[config.mk]
export PLATFORM = sky130hd
export DESIGN_NAME = crc32_preimage_search
export DESIGN_NICKNAME = d
export VERILOG_FILES = /design/src/design/cps_pkg.sv /design/src/design/cps_sym_mem.sv /design/src/design/cps_crc_unit.sv /design/src/design/crc32_preimage_search.sv
export VERILOG_INCLUDE_DIRS = /design/src /design/src/design
export SDC_FILE = /design/constraint.sdc
export NUM_CORES = 2
export LEC_CHECK = 0
export BUFFER_PORTS_ARGS = -buffer_cell sky130_fd_sc_hd__buf_4
export CAP_MARGIN = 10
export CORE_MARGIN = 3
export CORE_UTILIZATION = 35
export DETAILED_ROUTE_END_ITERATION = 10
export PLACE_DENSITY = 0.54
export SKIP_LAST_GASP = 1
export SYNTH_ARGS = -nofsm -noshare
export SYNTH_HDL_FRONTEND = slang
export SYNTH_SLANG_ARGS = --single-unit
[constraint.sdc]
create_clock -name clk -period 6.6 [get_ports clk]
set_input_delay 0.33 -clock clk [delete_from_list [all_inputs] [get_ports clk]]
set_output_delay 0.33 -clock clk [all_outputs]
set_load 0.005 [all_outputs]
[src/design/crc32_preimage_search_defines.svh]
// ----------------------------------------------------------------------------
// crc32 preimage search assertion macros
// concurrent assertion wrappers, empty when SYNTHESIS is defined
// ----------------------------------------------------------------------------
`ifndef CRC32_PREIMAGE_SEARCH_DEFINES_SVH
`define CRC32_PREIMAGE_SEARCH_DEFINES_SVH

`ifndef SYNTHESIS
`define CPS_ASSERT(lbl, prop, msg) \
  lbl: assert property (@(posedge clk) disable iff (!rst_n) prop) else $error(msg);
`define CPS_ASSERT_ALWAYS(lbl, prop, msg) \
  lbl: assert property (@(posedge clk) prop) else $error(msg);
`else
`define CPS_ASSERT(lbl, prop, msg)
`define CPS_ASSERT_ALWAYS(lbl, prop, msg)
`endif

`endif

[src/design/cps_pkg.sv]
// ----------------------------------------------------------------------------
// cps_pkg
// shared constants and types of the crc32 preimage search block
// ----------------------------------------------------------------------------
`default_nettype none

package cps_pkg;

  localparam int CPS_MAX_PATTERN_LEN = 8;
  localparam int CPS_ALPHABET_DEPTH  = 256;

  localparam int CHAR_W = 8;
  localparam int CRC_W  = 32;

  localparam logic [CRC_W-1:0] CRC_POLY   = 32'hEDB8_8320;
  localparam logic [CRC_W-1:0] CRC_INVERT = 32'hFFFF_FFFF;

  typedef struct packed {
    logic init;
    logic step;
  } crc_ctrl_t;

endpackage

`default_nettype wire

[src/design/cps_sym_mem.sv]
// ----------------------------------------------------------------------------
// cps_sym_mem
// alphabet table, one write port and one registered read port
// ----------------------------------------------------------------------------
`default_nettype none

module cps_sym_mem
  import cps_pkg::*;
#(
  parameter int DEPTH  = CPS_ALPHABET_DEPTH,
  parameter int ADDR_W = $clog2(CPS_ALPHABET_DEPTH)
) (
  input  wire logic              clk,
  input  wire logic              wr_en,
  input  wire logic [ADDR_W-1:0] wr_addr,
  input  wire logic [CHAR_W-1:0] wr_data,
  input  wire logic [ADDR_W-1:0] rd_addr,
  output logic      [CHAR_W-1:0] rd_data
);

  logic [CHAR_W-1:0] mem [DEPTH];
  logic [CHAR_W-1:0] rd_data_r;

  always_ff @(posedge clk) begin
    if (wr_en) begin
      mem[wr_addr] <= wr_data;
    end
    rd_data_r <= mem[rd_addr];
  end

  assign rd_data = rd_data_r;

endmodule

`default_nettype wire

[src/design/cps_crc_unit.sv]
// ----------------------------------------------------------------------------
// cps_crc_unit
// reflected crc-32 accumulator, one byte per step
// ----------------------------------------------------------------------------
`default_nettype none

module cps_crc_unit
  import cps_pkg::*;
(
  input  wire logic             clk,
  input  wire crc_ctrl_t        ctrl,
  input  wire logic [CRC_W-1:0] seed,
  input  wire logic [CHAR_W-1:0] data_byte,
  output logic      [CRC_W-1:0] crc
);

  logic [CRC_W-1:0] crc_r;
  logic [CRC_W-1:0] crc_nxt;

  always_comb begin
    logic [CRC_W-1:0] c;
    c = crc_r ^ {{(CRC_W-CHAR_W){1'b0}}, data_byte};
    for (int k = 0; k < CHAR_W; k++) begin
      c = c[0] ? ((c >> 1) ^ CRC_POLY) : (c >> 1);
    end
    crc_nxt = c;
  end

  always_ff @(posedge clk) begin
    if (ctrl.init) begin
      crc_r <= seed ^ CRC_INVERT;
    end else if (ctrl.step) begin
      crc_r <= crc_nxt;
    end
  end

  assign crc = crc_r;

endmodule

`default_nettype wire

[src/design/crc32_preimage_search.sv]
// ----------------------------------------------------------------------------
// crc32_preimage_search
// brute-force crc-32 preimage search over a loaded alphabet
// ----------------------------------------------------------------------------
// in_* takes command items: load an alphabet entry, restart the odometer, or
// test the current candidate and advance it. Every item gives exactly one
// item on out_*. cfg_* writes start_crc, goal_crc, the candidate length and
// alphabet_size (index 0 to 3); the user must write them only while the
// block is idle, which the block does not enforce; cfg_ready is always high.
// A test item: the first table read is issued at acceptance, then S_CRC makes
// one crc byte step per character through the shared crc unit, S_CHECK does
// the goal compare and odometer carry, and S_EMIT loads the output register.
// Other items, and a test once the search is exhausted, go straight to S_EMIT.
// in_tready is high only between items, so no new item is taken before the
// last one has reached the output register; a new item may be accepted while
// the previous result waits in the output register. When the receiver stalls,
// a finished result waits in its work state until the output register is
// free, and in_tready stays low meanwhile.
// Reset clears the odometer, the exhausted flag and the output valid, and
// sets the registers to their defaults; the alphabet table is undefined
// until written, with no clearing pass.
// ----------------------------------------------------------------------------
`default_nettype none
`include "crc32_preimage_search_defines.svh"

module crc32_preimage_search
  import cps_pkg::*;
#(
  parameter int MAX_PATTERN_LEN = CPS_MAX_PATTERN_LEN,
  parameter int ALPHABET_DEPTH  = CPS_ALPHABET_DEPTH
) (
  input  wire logic         clk,
  input  wire logic         rst_n,
  // cmd [1:0], char_slot [9:2], char_code [17:10]
  input  wire logic [23:0]  in_tdata,
  input  wire logic         in_tvalid,
  output logic              in_tready,
  // hit [0], exhausted [1], candidate_text [65:2], computed_crc [97:66]
  output logic      [103:0] out_tdata,
  output logic              out_tvalid,
  input  wire logic         out_tready,
  input  wire logic         cfg_valid,
  output logic              cfg_ready,
  input  wire logic [1:0]   cfg_index,
  input  wire logic [31:0]  cfg_data
);

  localparam int ADDR_W      = (ALPHABET_DEPTH > 1) ? $clog2(ALPHABET_DEPTH) : 1;
  localparam int IDX_W       = (MAX_PATTERN_LEN > 1) ? $clog2(MAX_PATTERN_LEN) : 1;
  localparam int TEXT_W      = 64;
  localparam int OUT_PAD     = 104 - CRC_W - TEXT_W - 2;
  localparam int SKIP_DIGITS = 4;

  typedef enum logic [1:0] {
    CMD_LOAD, CMD_RESTART, CMD_TEST, CMD_NOP
  } cmd_t;

  typedef enum logic [1:0] {
    REG_START_CRC, REG_GOAL_CRC, REG_CAND_LEN, REG_ALPHABET_SIZE
  } cfg_reg_t;

  typedef enum logic [1:0] {
    S_IDLE, S_CRC, S_CHECK, S_EMIT
  } state_t;

  state_t                 state_r, state_nxt;
  logic [IDX_W-1:0]       idx_r, idx_nxt;
  logic [3:0]             len_r, len_nxt;
  logic [CHAR_W-1:0]      digit_r   [MAX_PATTERN_LEN];
  logic [CHAR_W-1:0]      digit_nxt [MAX_PATTERN_LEN];
  logic                   finished_r, finished_nxt;
  logic                   hit_r, hit_nxt;
  logic [TEXT_W-1:0]      text_r, text_nxt;
  logic [CRC_W-1:0]       res_crc_r, res_crc_nxt;
  logic                   oob_r, oob_nxt;

  logic [CRC_W-1:0]       start_crc_r, start_crc_nxt;
  logic [CRC_W-1:0]       goal_crc_r, goal_crc_nxt;
  logic [3:0]             cand_len_r, cand_len_nxt;
  logic [8:0]             alphabet_size_r, alphabet_size_nxt;

  logic                   out_tvalid_r, out_tvalid_nxt;
  logic                   out_hit_r, out_hit_nxt;
  logic                   out_exh_r, out_exh_nxt;
  logic [TEXT_W-1:0]      out_text_r, out_text_nxt;
  logic [CRC_W-1:0]       out_crc_r, out_crc_nxt;

  logic                   in_acc;
  logic                   cfg_acc;
  cmd_t                   cmd_in;
  logic [CHAR_W-1:0]      slot_in;
  logic [CHAR_W-1:0]      code_in;
  logic [3:0]             len_eff;
  logic [8:0]             size_eff;
  logic [CHAR_W-1:0]      size_m1;

  logic [IDX_W:0]         nxt_pos;
  logic [IDX_W-1:0]       rd_sel;
  logic [CHAR_W-1:0]      rd_digit;
  logic [CHAR_W-1:0]      rd_data;
  logic [CHAR_W-1:0]      sym_byte;
  logic                   wr_en;

  crc_ctrl_t              crc_ctrl;
  logic [CRC_W-1:0]       crc_acc;

  assign in_tready = (state_r == S_IDLE);
  assign in_acc    = in_tvalid && in_tready;
  assign cfg_ready = 1'b1;
  assign cfg_acc   = cfg_valid && cfg_ready;
  assign cmd_in    = cmd_t'(in_tdata[1:0]);
  assign slot_in   = in_tdata[9:2];
  assign code_in   = in_tdata[17:10];

  assign out_tvalid = out_tvalid_r;
  assign out_tdata  = {{OUT_PAD{1'b0}}, out_crc_r, out_text_r, out_exh_r, out_hit_r};

  // effective length and alphabet size
  always_comb begin
    if (cand_len_r == 4'd0) begin
      len_eff = 4'd1;
    end else if (cand_len_r > 4'(MAX_PATTERN_LEN)) begin
      len_eff = 4'(MAX_PATTERN_LEN);
    end else begin
      len_eff = cand_len_r;
    end
    if (alphabet_size_r == 9'd0) begin
      size_eff = 9'd1;
    end else if (alphabet_size_r > 9'(ALPHABET_DEPTH)) begin
      size_eff = 9'(ALPHABET_DEPTH);
    end else begin
      size_eff = alphabet_size_r;
    end
  end

  assign size_m1 = CHAR_W'(size_eff - 9'd1);

  // table read of the next digit, issued in the cycle before its crc step
  always_comb begin
    nxt_pos = {1'b0, idx_r} + (IDX_W+1)'(1);
    if (state_r == S_CRC && nxt_pos < (IDX_W+1)'(MAX_PATTERN_LEN)) begin
      rd_sel = nxt_pos[IDX_W-1:0];
    end else begin
      rd_sel = '0;
    end
  end

  assign rd_digit = digit_r[rd_sel];
  assign oob_nxt  = ({1'b0, rd_digit} >= 9'(ALPHABET_DEPTH));
  assign sym_byte = oob_r ? '0 : rd_data;
  assign wr_en    = in_acc && (cmd_in == CMD_LOAD) && ({1'b0, slot_in} < 9'(ALPHABET_DEPTH));

  cps_sym_mem #(
    .DEPTH  (ALPHABET_DEPTH),
    .ADDR_W (ADDR_W)
  ) u_sym_mem (
    .clk     (clk),
    .wr_en   (wr_en),
    .wr_addr (slot_in[ADDR_W-1:0]),
    .wr_data (code_in),
    .rd_addr (rd_digit[ADDR_W-1:0]),
    .rd_data (rd_data)
  );

  cps_crc_unit u_crc_unit (
    .clk       (clk),
    .ctrl      (crc_ctrl),
    .seed      (start_crc_r),
    .data_byte (sym_byte),
    .crc       (crc_acc)
  );

  // configuration writes
  always_comb begin
    start_crc_nxt     = start_crc_r;
    goal_crc_nxt      = goal_crc_r;
    cand_len_nxt      = cand_len_r;
    alphabet_size_nxt = alphabet_size_r;
    if (cfg_acc) begin
      unique case (cfg_reg_t'(cfg_index))
        REG_START_CRC:     start_crc_nxt     = cfg_data;
        REG_GOAL_CRC:      goal_crc_nxt      = cfg_data;
        REG_CAND_LEN:      cand_len_nxt      = cfg_data[3:0];
        REG_ALPHABET_SIZE: alphabet_size_nxt = cfg_data[8:0];
        default: ;
      endcase
    end
  end

  // sequencer
  always_comb begin
    logic [CHAR_W-1:0] forced [MAX_PATTERN_LEN];
    logic [CRC_W-1:0]  crc_fin;
    logic [8:0]        inc;
    logic              hit_now;
    logic              carry;

    state_nxt    = state_r;
    idx_nxt      = idx_r;
    len_nxt      = len_r;
    digit_nxt    = digit_r;
    finished_nxt = finished_r;
    hit_nxt      = hit_r;
    text_nxt     = text_r;
    res_crc_nxt  = res_crc_r;
    crc_ctrl     = '0;
    crc_fin      = crc_acc ^ CRC_INVERT;
    hit_now      = (crc_fin == goal_crc_r);
    carry        = 1'b1;
    inc          = '0;
    forced       = digit_r;

    out_tvalid_nxt = out_tvalid_r && !out_tready;
    out_hit_nxt    = out_hit_r;
    out_exh_nxt    = out_exh_r;
    out_text_nxt   = out_text_r;
    out_crc_nxt    = out_crc_r;

    unique case (state_r)
      S_IDLE: begin
        if (in_acc) begin
          hit_nxt     = 1'b0;
          text_nxt    = '0;
          res_crc_nxt = '0;
          state_nxt   = S_EMIT;
          unique case (cmd_in)
            CMD_RESTART: begin
              for (int i = 0; i < MAX_PATTERN_LEN; i++) begin
                digit_nxt[i] = '0;
              end
              finished_nxt = 1'b0;
            end
            CMD_TEST: begin
              if (!finished_r) begin
                crc_ctrl.init = 1'b1;
                idx_nxt       = '0;
                len_nxt       = len_eff;
                state_nxt     = S_CRC;
              end
            end
            default: ;
          endcase
        end
      end
      S_CRC: begin
        crc_ctrl.step                  = 1'b1;
        text_nxt[{idx_r, 3'b000} +: 8] = sym_byte;
        idx_nxt                        = idx_r + IDX_W'(1);
        if (4'(idx_r) == len_r - 4'd1) begin
          state_nxt = S_CHECK;
        end
      end
      S_CHECK: begin
        res_crc_nxt = crc_fin;
        hit_nxt     = hit_now;
        for (int i = 0; i < MAX_PATTERN_LEN; i++) begin
          if (hit_now && len_r >= 4'(SKIP_DIGITS) && i < SKIP_DIGITS) begin
            forced[i] = size_m1;
          end
        end
        digit_nxt = forced;
        // odometer, first digit fastest
        for (int i = 0; i < MAX_PATTERN_LEN; i++) begin
          inc = {1'b0, forced[i]} + 9'd1;
          if (i < int'(len_r) && carry) begin
            if (inc >= size_eff) begin
              digit_nxt[i] = '0;
            end else begin
              digit_nxt[i] = inc[CHAR_W-1:0];
              carry        = 1'b0;
            end
          end
        end
        finished_nxt = carry;
        state_nxt    = S_EMIT;
      end
      S_EMIT: begin
        if (!out_tvalid_r || out_tready) begin
          out_tvalid_nxt = 1'b1;
          out_hit_nxt    = hit_r;
          out_exh_nxt    = finished_r;
          out_text_nxt   = text_r;
          out_crc_nxt    = res_crc_r;
          state_nxt      = S_IDLE;
        end
      end
      default: state_nxt = S_IDLE;
    endcase
  end

  always_ff @(posedge clk) begin
    if (!rst_n) begin
      state_r         <= S_IDLE;
      idx_r           <= '0;
      len_r           <= 4'd1;
      for (int i = 0; i < MAX_PATTERN_LEN; i++) begin
        digit_r[i] <= '0;
      end
      finished_r      <= 1'b0;
      out_tvalid_r    <= 1'b0;
      start_crc_r     <= '0;
      goal_crc_r      <= '0;
      cand_len_r      <= 4'd1;
      alphabet_size_r <= 9'd1;
    end else begin
      state_r         <= state_nxt;
      idx_r           <= idx_nxt;
      len_r           <= len_nxt;
      digit_r         <= digit_nxt;
      finished_r      <= finished_nxt;
      out_tvalid_r    <= out_tvalid_nxt;
      start_crc_r     <= start_crc_nxt;
      goal_crc_r      <= goal_crc_nxt;
      cand_len_r      <= cand_len_nxt;
      alphabet_size_r <= alphabet_size_nxt;
    end
    hit_r      <= hit_nxt;
    text_r     <= text_nxt;
    res_crc_r  <= res_crc_nxt;
    oob_r      <= oob_nxt;
    out_hit_r  <= out_hit_nxt;
    out_exh_r  <= out_exh_nxt;
    out_text_r <= out_text_nxt;
    out_crc_r  <= out_crc_nxt;
  end

  `CPS_ASSERT(a_idx_in_len, (state_r == S_CRC) |-> (4'(idx_r) < len_r), "byte index past length")
  `CPS_ASSERT(a_done_sticks, (in_acc && (cmd_in == CMD_TEST) && finished_r) |=> finished_r, "test after exhaustion changed state")
  `CPS_ASSERT(a_restart_clears, (in_acc && (cmd_in == CMD_RESTART)) |=> !finished_r, "restart left exhausted set")
  `CPS_ASSERT_ALWAYS(a_rst_out_idle, !rst_n |=> !out_tvalid_r, "output valid after reset")

endmodule

`default_nettype wire

**Word-level counts from Yosys, hierarchy flattened**

Memories as Yosys holds them, arrays and structs flattened. A register that Yosys moved wholly into a read port is not among the register bits.
Cells that the tools add are included.

- Reduce and logical (&&, ||, !) cells: 38
- Bitwise gates (word level): 13
- Add/subtract/negate cells: 13
- Shift operators: 2
- Equal/unequal tests: 20
- Multiplexer cells: 97
- Order comparisons: 21

Operators by type and width:

| operator | number |
|---|---|
| 2-to-1 mux 32 bit | 11 |
| one-hot mux 64 bit (2 select lines) | 2 |
| 2-to-1 mux 8 bit | 26 |
| 2-to-1 mux 64 bit | 3 |
| NOT 13 -> 14 bit | 8 |
| adder 8 x 1 -> 9 bit, second input constant | 8 |
| greater-or-equal comparator 9 bit | 8 |
| bitwise mux 64 bit | 1 |
| NOT 32 bit | 2 |
| one-hot mux 32 bit (2 select lines) | 1 |
| variable shift 8 x 8 -> 64 bit, first input constant | 1 |
| indexed part select 8 x 8 -> 64 bit | 1 |
| 2-to-1 mux 1 bit | 35 |
| == test 32 bit | 1 |
| XOR 32 x 8 -> 32 bit | 1 |
| binary-select mux 8 bit (select 3 bit) | 1 |
| AND reduction 4 bit | 6 |
| 2-to-1 mux 9 bit | 2 |
| < comparator 3 x 4 -> 1 bit, first input constant | 4 |
| AND reduction 2 bit | 7 |
| logical AND 1 bit | 12 |
| 2-to-1 mux 3 bit | 4 |
| inequality test 2 bit, second input constant | 6 |
| == test 2 bit, second input constant | 5 |
| other kinds (29) | 48 |

- Bits in registers: 379
- Output and inout bits: 107
- Memories kept: 1
- Word-level logic and storage cells: 230
- RAM bits: 2048

Memories:

| memory | words | bits a word | rd ports | clocked after Yosys merged registers in | write ports | RTL line | text |
|---|---|---|---|---|---|---|---|
| u_sym_mem.mem | 256 | 8 | 1 | 1 | 1 | cps_sym_mem.sv:21 | `logic [CHAR_W-1:0] mem [DEPTH];` |

**Longest topological paths before layout**

- Depth in word-level cells: 32
- Depth in mapped cells: 24
- Depth with buffers taken out: 22

**Cells and area by module**

From an unflattened synthesis, not the netlist that was laid out.

- Cells, all modules: 5641
- Area, all modules: 99116.3 µm²

By module, submodules not included:

| module | cells each | instances | area an instance (µm²) |
|---|---|---|---|
| cps_sym_mem | 3733 | 1 | 79556.3 |
| crc32_preimage_search | 1754 | 1 | 17473.0 |
| cps_crc_unit | 154 | 1 | 2087.0 |

**Least setup slack after synthesis**

Ideal clock, no wire load.

- Path kind: flip-flop to flip-flop
- Start: register state_r[1]
- End: register text_r[0] (enable)
- Data required time: 6026 ps
- Period minus slack after synthesis: 6213 ps
- Slack: 387 ps
- Arrival: 5638 ps
- Cell stages (with the launch flop): 8
- Buffers on the path: 3
- Cell sequence: dfxtp_1 -> inv_1 -> ha_1 -> buf_2 -> inv_1 -> clkbuf_1 -> clkbuf_1 -> o21ai_0

- Cells in the longest elaborated chain, start to end: 4

Ends and longest elaborated chain:

| what | RTL line | text |
|---|---|---|
| from (decl) | crc32_preimage_search.sv:66 | `state_t state_r, state_nxt;` |
| from (signal assigned) | crc32_preimage_search.sv:306 | `state_r <= state_nxt;` |
| logical NOT 2 bit | crc32_preimage_search.sv:107, crc32_preimage_search.sv:219 |  |
| logical AND 1 bit | crc32_preimage_search.sv:108 | `assign in_acc = in_tvalid && in_tready;` |
| inequality test 2 x 1 -> 1 bit (no line) | - |  |
| AND reduction 2 bit (no line) * | - |  |
| to (signal assigned) | crc32_preimage_search.sv:318 | `text_r <= text_nxt;` |
| to (decl) | crc32_preimage_search.sv:73 | `logic [TEXT_W-1:0] text_r, text_nxt;` |

Mark *: on every way between the ends. The rest lies on a longest branch, timed or not.
A chain may end at the register's enable or synchronous reset.

**Worst setup path after layout**

- Start: register u_crc_unit.crc_r[7], in the netlist u_crc_unit.crc[7]
- End: register digit_r[20] (netlist bit)

- Cells in the longest elaborated chain, start to end: 25

Ends and longest elaborated chain:

| what | RTL line | text |
|---|---|---|
| from (decl) | cps_crc_unit.sv:17 | `logic [CRC_W-1:0] crc_r;` |
| from (signal assigned) | cps_crc_unit.sv:31 | `crc_r <= seed ^ CRC_INVERT;` |
| from (signal assigned) | cps_crc_unit.sv:33 | `crc_r <= crc_nxt;` |
| NOT 32 bit (no line) * | - |  |
| == test 32 bit * | crc32_preimage_search.sv:208 | `hit_now = (crc_fin == goal_crc_r);` |
| logical AND 1 bit * | - |  |
| 2-to-1 mux 8 bit | crc32_preimage_search.sv:257 | `if (hit_now && len_r >= 4'(SKIP_DIGITS) && i < SKIP_DIGITS) begin` |
| 2-to-1 mux 8 bit | crc32_preimage_search.sv:219 | `unique case (state_r)` |
| adder 8 x 1 -> 9 bit | crc32_preimage_search.sv:264 | `inc = {1'b0, forced[i]} + 9'd1;` |
| greater-or-equal comparator 9 bit | crc32_preimage_search.sv:266 | `if (inc >= size_eff) begin` |
| 2-to-1 mux 1 bit | crc32_preimage_search.sv:266 |  |
| [9 not listed] | - |  |
| 2-to-1 mux 1 bit * | crc32_preimage_search.sv:265 | `if (i < int'(len_r) && carry) begin` |
| 2-to-1 mux 1 bit * | crc32_preimage_search.sv:219 |  |
| 2-to-1 mux 1 bit or logical AND 1 bit (tied branches) | crc32_preimage_search.sv:266, crc32_preimage_search.sv:265 |  |
| 2-to-1 mux 1 bit * | crc32_preimage_search.sv:265 |  |
| 2-to-1 mux 1 bit * | crc32_preimage_search.sv:219 |  |
| logical AND 1 bit * | crc32_preimage_search.sv:265 |  |
| inequality test 2 bit (no line) * | - |  |
| AND reduction 4 bit (no line) * | - |  |
| to (signal assigned) | crc32_preimage_search.sv:309 | `digit_r <= digit_nxt;` |
| to (decl) | crc32_preimage_search.sv:69 | `logic [CHAR_W-1:0] digit_r [MAX_PATTERN_LEN];` |

Mark *: on every way between the ends. The rest lies on a longest branch, timed or not. The select of a mux whose other input is x is not followed.

==> impl_results.md <==
* Worst Setup Start Kind: flop
* H-tree levels at 4
* Hold crit path type: primary input to flop
* CP peak stage delay at 620 ps
* Vias in the first global route at 64,800
* Pin count of the biggest net entering global routing at 155
* Met3 WL at 24,500 um
* CP required at 7380 ps
* Crit path kind: flop to flop
* Maxcap violations at 0
* Routed Antenna Nets at 0
* Slew headroom at 17.9%
* FP Rows at 197
* Longest Clk Path Bufs at 4
* Mapped Cells at 8,228
* Core Region at 0.288 sq mm
* Final WL at 314,000 um
* Clk slew on worst S/H paths at 60 ps
* Setup Skew at 74.4 ps
* Final setup margin at 321 ps
* Gr ovfl total at 0
* Die height at 545 um
* Initial antenna violation count at 11
* Final Setup Violations at 0
* DRC Markers at 0
* Status: completed
* Yosys reg bits at 2,435
* WL met2 at 142,000 um
* RSZ-0062 raised after global routing: no
* Register area share after synthesis at 70.4%
* YS warnings at 0
* Setup bufs post-CTS at 0
* Post-synth top cells: 2,275 x edfxtp_1, 2,129 x nand2_1, 670 x nand3_1
* Slowest CP cell: or4_1
* Most numerous cell in the Yosys netlist: edfxtp_1
* Highest Signal Layer: met4
* DR vias/cell at 5.48
* IO Pins at 170
* Die X at 545 um
* Die area at 0.297 sq mm
* Period minus WS final at 6280 ps
* Fill cells at 27,000
* Cts bufs inserted at 246
* Synth async-reset ratio at 0%
* Fin crit share at 95.1%
* Top cells by area, synth: edfxtp_1 67%, nand2_1 7.9%, nand3_1 3.3%
* CTS sink count at 2,435
* Clock Root Buffer: clkbuf_16
* Post-synth top area cell: edfxtp_1
* Fin Setup TNS at 0 ps
* Fmax at 0.159 GHz
* Input/output buffers at 156
* Library cells used by synthesis at 84
* Avg WL per Cell at 25.3 um
* Final Hold Fails at 0
* Leakage Power at 39.7 nW
* Mean Syn Cell Area at 12.3 sq um
* Clk_lat worst skew at 940 ps
* Max VDD drop at 0.346 mV
* Critical-path cell list: xnor2_1 -> nor4_1 -> nand4_1 -> buf_4 -> nor4_4 -> buf_12 -> nand3_1 -> o21a_1 -> and4_1 -> nand2_1 -> xor2_1 -> ha_1 -> and3_1 -> nand2_1 -> o21ai_0 -> a31o_2 -> o22ai_1 -> nor2_1 -> nand2b_1 -> or4_1 -> buf_4 -> or3_1 -> o211ai_1
* Max-slew violation count at 0
* Routability congestion estimate at 0.869
* Worst-Margin Slew at 1200 ps
* Area Growth Syn to Fin at 14.6%
* CP Max Fanout at 45
* Ratio of cells with drive above 1 in the final layout at 10.1%
* CTS tree: yes
* Post-Place Setup Slack at 510 ps
* Drt first pass iters at 8
* First-pass GRT wire length at 454,000 um
* Data arrival time of the critical path at 7060 ps
* Power Density at 404 mW/mm^2
* HPWL Detailed at 194,000 um
* Mapped Area at 0.102 sq mm
* Initial Utilization at 35.2%
* Routed length on met1 at 138,000 um
* Main synth FF type: edfxtp_1
* CP endpoint kind: flop
* EDFF count, synth at 2,275
* Yosys top cell area share at 67.2%
* GRT Util Overall at 20.5%
* Vias at 68,000
* Final nets at 8,581
* DRT iter0 DRCs at 7,790
==> registers in the layout, indices dropped and copies added, names as in the netlist, 2 cells and up <==
name and count:
u_sym_mem.mem 2048, digit_r 64, out_text_r 64, text_r 64, goal_crc_r 32, out_crc_r 32, res_crc_r 32, start_crc_r 32
u_crc_unit.crc 32, alphabet_size_r 9, u_sym_mem.rd_data 8, cand_len_r 4, len_r 4, idx_r 3, state_r 2
==> logic make-up (layout without fill, tap and decap cells) <==
group | Yosys count | in the layout | share of synthesized area [%]
adders and majority gates | 90 | 90 | 1.11
xor gates and xnor gates | 154 | 154 | 1.33
muxes | 133 | 133 | 1.46
buffers and inverters | 569 | 959 | 2.64
and+or+nand+nor | 3696 | 3696 | 15.6
other | 2 | 9 | 0.00739
AOI/OAI and AO/OA | 1149 | 1149 | 7.50
DFF | 2435 | 2435 | 70.4
==> worst max-delay path: cells and delay by family (launching register included) <==
kind	cells	cell delay [ps]
AOI/OAI and AO/OA	5	1020
xor gates and xnor gates	2	270
adders and majority gates	1	330
buffers and inverters	3	670
DFF	1	470
and+or+nand+nor	12	3370
==> final timing paths <==
path	from	end	slack, ps	depth (start not counted)
worst min register to register	res_crc_r[31]$_SDFFCE_PN0P_	out_crc_r[31]$_DFFE_PP_	410	0
worst min-delay path	in_tdata[0]	len_r[3]$_SDFFE_PN0P_	100	5
worst max-delay path	u_crc_unit.crc[7]$_DFFE_PP_	digit_r[20]$_SDFFE_PN0P_	320	23
worst max register to register	u_crc_unit.crc[7]$_DFFE_PP_	digit_r[20]$_SDFFE_PN0P_	320	23
==> metrics by stage <==
step	instances	utilization [%]	area (sq um)	power, mW	hold slack, ps
finish	12400	40.4	116000	47.0	101
floorplan	8233	-	102000	27.0	400
detailed placement	11900	37.4	108000	33.1	405
global placement	11900	37.4	108000	33.0	404
CTS	12400	40.4	116000	47.2	45.5
global route	12400	40.4	116000	48.8	107
==> layer usage <==
metal | vias up | GRT usage (%)
met5 | - | 0
met2 | 2857 | 31.9
met3 | 452 | 3.16
li1 | 30500 | -
met1 | 34200 | 29.6
met4 | 0 | 5.77
==> cell type report <==
type | count | area, sq um | area share (%)
timing repair buffer | 480 | 4380 | 3.76
clock inverter | 155 | 1660 | 1.42
multi-input combinational | 5229 | 27700 | 23.8
tap | 3781 | 4730 | 4.06
antenna | 2 | 5.00 | 0.00430
clock buffer | 288 | 6360 | 5.46
inverter | 36 | 135 | 0.116
sequential | 2435 | 71500 | 61.4
==> power breakdown <==
part           internal, mW  switching [mW]
Combinational          4.53            9.91
Clock                  8.17            5.97
Sequential             18.0           0.470
==> layout by cell type, fill, tap and decap left out, drive strengths merged, types with 21 or more instances in the layout <==
master / netlist / final
dfxtp: 160 / 160
a32oi: 22 / 22
a311o: 22 / 22
nor2b: 25 / 25
ha: 90 / 90
or3: 21 / 21
clkbuf: 175 / 288
edfxtp: 2275 / 2275
nor2: 476 / 476
a211oi: 80 / 80
a311oi: 111 / 111
and3: 166 / 166
o21a: 22 / 22
nand2b: 33 / 33
a31oi: 187 / 187
nor3: 56 / 56
mux2i: 121 / 121
nor4: 39 / 39
xor2: 41 / 41
a21o: 32 / 32
dlygate4sd3: 0 / 46
a21boi: 33 / 33
bufinv: 0 / 34
a21oi: 317 / 317
nand3: 670 / 670
o22ai: 25 / 25
inv: 36 / 41
o21ai: 144 / 144
buf: 358 / 434
clkinv: 0 / 103
xnor2: 113 / 113
nand2: 2131 / 2131
==> what timing repair did <==
| action | CTS | global route |
|---|---|---|
| hold buffers | 46 | 0 |
| resized for setup | 0 | 0 |
| endpoints found under the hold margin | 344 | 0 |
No activity file was read; power rests on OpenSTA's default activity.
